===== src/tdp_pkg.sv =====
`default_nettype none

package tdp_pkg;

  // first odd divisor and its square
  localparam int unsigned FIRST_DIVISOR = 3;
  localparam int unsigned FIRST_SQUARE  = 9;
  // values up to this limit report prime
  localparam int unsigned SMALL_LIMIT   = 3;
  // step between odd divisors
  localparam int unsigned DIVISOR_STEP  = 2;

  typedef struct packed {
    logic done;
    logic zero;
  } rem_status_t;

endpackage

`default_nettype wire


===== src/tdp_rem.sv =====
`default_nettype none

module tdp_rem #(
  parameter int unsigned VALUE_WIDTH = 32
) (
  input  wire logic                    clk,
  input  wire logic                    rst,
  input  wire logic                    start,
  input  wire logic [VALUE_WIDTH-1:0]  dividend,
  input  wire logic [VALUE_WIDTH-1:0]  divisor,
  output tdp_pkg::rem_status_t         status
);

  localparam int unsigned CW = $clog2(VALUE_WIDTH + 1);

  logic                   busy;
  logic [CW-1:0]          cnt;
  logic [VALUE_WIDTH-1:0] dvd;
  logic [VALUE_WIDTH-1:0] rem;
  logic [VALUE_WIDTH-1:0] rem_next;
  logic [VALUE_WIDTH:0]   trial;

  // one dividend bit per cycle, restoring step
  always_comb begin
    trial = {rem, dvd[VALUE_WIDTH-1]};
    if (trial >= {1'b0, divisor}) begin
      rem_next = VALUE_WIDTH'(trial - {1'b0, divisor});
    end else begin
      rem_next = trial[VALUE_WIDTH-1:0];
    end
  end

  always_ff @(posedge clk) begin
    if (rst) begin
      busy   <= 1'b0;
      cnt    <= '0;
      status <= '0;
    end else begin
      status.done <= 1'b0;
      if (start) begin
        busy <= 1'b1;
        dvd  <= dividend;
        rem  <= '0;
        cnt  <= CW'(VALUE_WIDTH);
      end else if (busy) begin
        rem <= rem_next;
        dvd <= {dvd[VALUE_WIDTH-2:0], 1'b0};
        cnt <= cnt - CW'(1);
        if (cnt == CW'(1)) begin
          busy        <= 1'b0;
          status.done <= 1'b1;
          status.zero <= (rem_next == '0);
        end
      end
    end
  end

endmodule

`default_nettype wire


===== config.mk =====
export PLATFORM = sky130hd
export DESIGN_NAME = tdp_rem
export DESIGN_NICKNAME = d
export VERILOG_FILES = /design/src/tdp_pkg.sv /design/src/tdp_rem.sv
export SDC_FILE = /design/constraint.sdc
export NUM_CORES = 1
export LEC_CHECK = 0
export BUFFER_PORTS_ARGS = -buffer_cell sky130_fd_sc_hd__buf_2
export CAP_MARGIN = 20
export CELL_PAD_IN_SITES_DETAIL_PLACEMENT = 1
export CELL_PAD_IN_SITES_GLOBAL_PLACEMENT = 2
export CORE_MARGIN = 10
export CORE_UTILIZATION = 38
export CTS_BUF_LIST = sky130_fd_sc_hd__clkbuf_8
export DETAILED_ROUTE_END_ITERATION = 7
export PLACE_DENSITY = 0.82
export SYNTH_ARGS = -nofsm -noshare
export SYNTH_HDL_FRONTEND = slang
export SYNTH_SLANG_ARGS = --single-unit

===== constraint.sdc =====
create_clock -name clk -period 4.9 [get_ports clk]
set_input_delay 0.49 -clock clk [delete_from_list [all_inputs] [get_ports clk]]
set_output_delay 0.49 -clock clk [all_outputs]
set_load 0.01 [all_outputs]

==> results.yml, run 1 <==
placement:
  dp_cells: 814
  port_buffers: 68
  preCtsSetupSlack_ps: 942.8
  place.gp.congestion: 0.8756
  dpl.hpwl_um: 13000
  place_area_mm2: 0.005936
synthesis:
  ys_ff_latch: 73
  yosysTopAreaCell: "edfxtp_1"
  synthesis.area_mm2: 0.005446
  synth_edf_count: 64
  ys.flop_type: "edfxtp_1"
  synth_warnings: 0
  ys_async_sr_fraction_pct: 0
  ys_seq_area_share_pct: 38.59
  syn_avg_cell_area_um2: 9.263
  netlist.area_leader.share_pct: 35.29
  ys_top_cells_by_area: "edfxtp_1 35%, ha_1 7.8%, mux2_2 6.4%"
  syn_inst: 588
  ys_types: 63
  syn_nets: 690
floorplan:
  rows: 43
  start_util_pct: 38.94
  die_x_um: 139.7
  pin_count: 69
  dieHeight_um: 139.7
  die-area_mm2: 0.01952
  coreArea_mm2: 0.01399
layout:
  final_core_util_pct: 43.82
  instances_no_fill: 830
  layout.cells.most_common_list: "68 x nand2_1, 68 x buf_2, 64 x edfxtp_1, 53 x a21oi_1, 41 x inv_1"
  syn2layout_area_growth_pct: 12.54
  antennaDiodeCount: 0
  nets: 747
  nFillCells: 1666
  drive_above_1_share_pct: 20.46
  final_area_mm2: 0.006130
routing:
  via_per_inst: 5.604
  wirelength_um: 16380
  drt-initial-drc-count: 319
  firstDrtPassIters: 4
  wl_per_cell_um: 19.73
  vias: 4651
  drc: 0
  ant_nets: 0
sta:
  postLayoutSetupSlackWorst_ps: 1023
  timing.final.hold_violations: 0
  rsz0062_at_grt: "false"
  fin_crit_ps: 3877
  whs_ps: 426.8
  relSlewSlack_pct: 49.59
  setup_tns_ps: 0
  slew_violations: 0
  worst_pin_slew_ps: 754.4
  skew_ps: 12.84
  fin_crit_sh_pct: 79.12
  setup_viol: 0
  fmax_ghz: 0.2579
global_routing:
  antenna_found_initial: 1
  grtUsageTotal_pct: 16.71
  overflow: 0
  grt_first_pass_wirelength_um: 26730
  grt_start_max_net_pins: 62
  grt_pass1_vias: 5061
power_and_ir_drop:
  ir_drop_uv: 184.8
  p_leak_nw: 2.578
  power_mw: 1.933
  p_per_area_mw_per_mm2: 315.3
outcome:
  status: "completed"
clock_network:
  postCtsSetupBuffers: 0
  htreeDepth: 3
  ctsResizeCount: 0
  cts_tree: "yes"
  insertion_delay_ps: 360
  ctsHoldBuffers: 0
  clk_transition_reported_paths_ps: 90
  clock_sinks: 73
  clockRootBuffer: "clkbuf_8"
  clockBufferDepth: 2
  cts_buffers: 9
worst_setup_path:
  required_ps: 5200
  setup.worst_path.start_class: "flop"
  path_class: "flop to flop"
  path_max_fanout: 4
  crit_arrival_ps: 4180
  crit_path_end_kind: "flop"
hold_path:
  hp-class: "input port to flop"
job:
  maxCapViolCount: 0
cell type report:
class	count	area [µm²]	area share [%]
repair buffers	75	392.9	6.409
well taps	180	225.2	3.674
clock inverters	7	70.07	1.143
clock buffers	9	123.9	2.021
flip-flops and latches	73	2102	34.29
multi-input cells	446	3065	50.01
inverters	40	150.1	2.449
routing by layer:
metal  wire [µm]  GRT usage [%]  vias to the layer above
met5          13              0                        -
met4         218          3.913                        2
met3         693          3.709                       21
met2        8208          29.15                       89
met1        7244          20.33                     2275
li1            -              -                     2264
critical path: stages, from the launching register on:
cell       delay [ps]
edfxtp_1          390
inv_1             110
ha_1              190
inv_1              70
fa_1              440
a211oi_2          290
o21ai_1           180
a41oi_1           490
o211ai_1          190
xor2_1            190
a211o_1           230
or4_1             510
a221oi_2          290
o2111ai_1         130
o21ai_1           130
power breakdown:
| part | switching (mW) | internal (mW) | total [mW] |
|---|---|---|---|
| sequential | 0.0394 | 0.745 | 0.785 |
| combinational | 0.411 | 0.260 | 0.671 |
| clock | 0.242 | 0.235 | 0.477 |
| total | 0.692 | 1.24 | 1.93 |
sequential cells by signal, summed over array words and instances (netlist names):
name	count
busy	1
dvd	32
status	2
cnt	6
rem	32
final timing paths:
check,startpoint,to,slack (ps),depth (start not counted)
worst max-delay path,dvd[31],status[0],1020,14
worst min-delay path,dividend[0],dvd[0],430,2
worst max register to register,dvd[31],status[0],1020,14
worst min register to register,status[0],status[0],520,2
synth_stat cells, types with 4 or more instances:
cell and number:
o211ai_1 5, ha_1 34, xnor2_1 16, nand4_1 8, mux2_2 31, xor2_1 16
dfxtp_1 9, o21a_1 7, a21oi_1 53, or4_1 4, o21ai_0 13, nor4_1 8
nor2b_1 6, nand2_1 68, a21o_1 17, nand2b_1 5, clkbuf_1 13, and3_1 7
mux2i_1 5, nor2_1 38, nand3_1 15, edfxtp_1 64, and4_1 4, o21ai_1 5
and2_1 7, inv_1 40, a31oi_1 4, buf_2 13, nor3_1 18
kinds of logic (layout without fill, tap and decap cells):
logic type | count (synthesis) | after routing | share of synthesized area, %
xor+xnor | 32 | 32 | 5.146
buf+inv | 69 | 131 | 5.261
compound gates | 142 | 142 | 17.39
fa+ha+maj | 35 | 35 | 8.178
flops | 73 | 73 | 38.59
mux | 36 | 36 | 7.328
simple gates | 201 | 201 | 18.10
No activity file was read; power rests on OpenSTA's default activity.
==> run 2: changes to the inputs <==
Settings changed: ABC_AREA from default to 1, CORE_UTILIZATION 38 to 30, PLACE_DENSITY 0.82 to 0.77.
Clock period 4.9 ns to 3.5 ns, I/O delays scaled along.
==> run 2 against run 1 <==
  * First-iteration DRC count decreased by 24%
  * Clock skew increased by 1.2 ps
  * Critical path depth unchanged
  * Core utilization decreased by 9.1 points
  * Clock power increased by 62%
  * Non-clock buffer count decreased by 1
  * Cell area increased by 14%
  * Largest cell class unchanged
==> results.yml, run 2 <==
synthesis:
  synth_fa_ha_area_share_pct: 7.236
  syn_nets: 1049
  ys_seq_area_share_pct: 34.15
  syn_avg_cell_area_um2: 6.500
  ys_ff_latch: 73
  synth_common_cells: "401 x nand2_1, 159 x inv_1, 90 x nor2_1"
  synth_top_family_by_area: "simple AND/OR/NAND/NOR gates"
  ys.flop_type: "edfxtp_1"
  syn_inst: 947
  synth_xor_area_share_pct: 2.134
  synthesis.area_mm2: 0.006156
  synth_warnings: 0
  ys_types: 38
  netlist.area_leader.share_pct: 31.22
  synth_compound_area_share_pct: 3.333
  yosysTopAreaCell: "edfxtp_1"
  synth.most_common_cell: "nand2_1"
  synth_edf_count: 64
  ys_top_cells_by_area: "edfxtp_1 31%, nand2_1 24%, inv_1 9.7%"
  synthMuxAreaShare_pct: 0
  ys_async_sr_fraction_pct: 0
  yosys.area_share.simple_pct: 41.52
power_and_ir_drop:
  p_leak_nw: 3.751
  ir_drop_uv: 243.4
  p_per_area_mw_per_mm2: 410.5
clock_network:
  ctsResizeCount: 0
  clockBufferDepth: 2
  clk_transition_reported_paths_ps: 90
  htreeDepth: 3
  cts_buffers: 9
  clock_sinks: 73
  clockRootBuffer: "clkbuf_8"
  postCtsSetupBuffers: 0
  insertion_delay_ps: 370
  ctsHoldBuffers: 0
  cts_tree: "yes"
sta:
  timing.final.hold_violations: 0
  fin_crit_ps: 3121
  worst_pin_slew_ps: 679.6
  relSlewSlack_pct: 54.70
  rsz0062_at_grt: "false"
  fmax_ghz: 0.3204
  setup_viol: 0
  fin_crit_sh_pct: 89.18
  skew_ps: 14.09
  setup_tns_ps: 0
  slew_violations: 0
layout:
  nets: 1116
  layout_commonest_cell: "nand2_1"
  drive_above_1_share_pct: 11.78
  reg.largest.list: "dvd: 32 flops, rem: 32 flops, cnt: 6 flops"
  final_core_util_pct: 34.67
  syn2layout_area_growth_pct: 13.96
  layout.cells.most_common_list: "401 x nand2_1, 160 x inv_1, 90 x nor2_1, 68 x buf_2, 64 x edfxtp_1"
floorplan:
  coreArea_mm2: 0.02023
  dieHeight_um: 163.2
  start_util_pct: 30.42
  die-area_mm2: 0.02665
  die_x_um: 163.2
  rows: 52
  pin_count: 69
worst_setup_path:
  cpMostUsedCell: "nand2_1"
  crit_slowest_cell: "edfxtp_1"
  max_stage_delay_ps: 430
  crit_path_end_kind: "flop"
  crit_arrival_ps: 3430
  path_class: "flop to flop"
  path_max_fanout: 38
  reg2reg_slack_ps: 380
  crit_path_end: "status[0]"
  rr_endpoint: "status[0]"
  rr_startpoint: "rem[27]"
  setup.worst_path.start_class: "flop"
  worstRegToRegCells: 14
  path_cells: "ha_1, a21oi_1, nand2_1, a21oi_1, nand2_1, nor2_4, nand2_4, o21ai_1, nand2_1, nor2_1, nand2_1, nor2_1, nand3_1, a21oi_1"
  crit_path_start: "rem[27]"
  required_ps: 3810
global_routing:
  antenna_found_initial: 1
  grt_pass1_vias: 6075
  grt_first_pass_wirelength_um: 31520
  grt_start_max_net_pins: 65
  grtUsageTotal_pct: 14.91
  overflow: 0
placement:
  dpl.hpwl_um: 15920
  port_buffers: 68
  place.gp.congestion: 0.8680
routing:
  firstDrtPassIters: 4
  vias: 5708
  drc: 0
  via_per_inst: 4.425
  wirelength_um: 19510
  wl_per_cell_um: 15.12
  drt-initial-drc-count: 242
  ant_nets: 0
hold_path:
  min_from: "rst"
  hp-class: "input port to flop"
job:
  maxCapViolCount: 0
outcome:
  status: "completed"
==> run 2: cell types whose count changed in the layout (fill, tap and decap cells not counted), sizes merged, moves of 11 or more <==
cell,before,now
a21o,17,1
a21oi,56,28
inv,42,166
mux2,31,0
nand2,69,411
nand3,15,41
nand3b,3,26
nor2,38,100
nor3,18,7
o21ai,18,5
xor2,16,3
==> run 2: how the worst min path moves through the flow <==
stage / to / slack (ps) / cells after the start
after floorplan: status[0] / 420 / 1
after global placement: status[0] / 460 / 2
after detailed placement: status[0] / 460 / 2
after CTS: status[1] / 190 / 2
after global routing: status[1] / 200 / 2
final: status[1] / 200 / 2
==> run 2: worst max-delay path: cells and delay by family, from the launching register on <==
family / cells / cell delay (ps)
AO/OA/AOI/OAI: 4 / 980
adder cells (fa/ha/maj): 1 / 370
flip-flops: 1 / 430
AND/OR/NAND/NOR: 9 / 1280
==> run 2: stage by stage <==
step                      power (mW)  instances  cell area, µm²  setup slack, ps  hold slack, ps
after detailed placement       2.134       1273            6794            189.7           464.3
final                          2.880       1290            7015            378.6           200.9
after floorplan                1.826        947            6160            704.3           419.1
after CTS                      2.913       1289            7013            214.8           191.3
after global routing           3.097       1289            7013            74.82           201.3
after global placement         2.128       1273            6794            239.7           459.0
==> run 2: kinds of logic (layout without fill, tap and decap cells) <==
family / after synthesis / after routing
and+or+nand+nor: 603 / 603
other: 0 / 1
DFF: 73 / 73
adders and majority gates: 35 / 35
buffers and inverters: 183 / 255
AOI/OAI and AO/OA: 38 / 38
xor gates and xnor gates: 15 / 15
==> run 2: layer usage <==
metal | wire, µm | share of wire (%) | up-vias | track usage, %
met5 | 0 | 0 | - | 0
met4 | 334 | 1.7 | 0 | 4.344
met3 | 837 | 4.3 | 20 | 3.272
met2 | 8722 | 45 | 102 | 23.72
met1 | 9615 | 49 | 2544 | 19.78
li1 | - | - | 3042 | -
==> run 2: cell type report <==
cell class                      instances  area, µm²
Antenna cell                            1      2.502
Clock buffer                            9      123.9
Clock inverter                          7      95.09
Fill cell                            2635      13220
Inverter                              165      619.3
Multi-Input combinational cell        691       3349
Sequential cell                        73       2102
Tap cell                              270      337.8
Timing Repair Buffer                   74      385.4
==> run 2: power by group <==
group          switching (mW)  internal, mW  total, mW
Combinational           0.686         0.344       1.03
Sequential             0.0375          1.04       1.08
Clock                   0.369         0.403      0.772
Total                    1.09          1.79       2.88
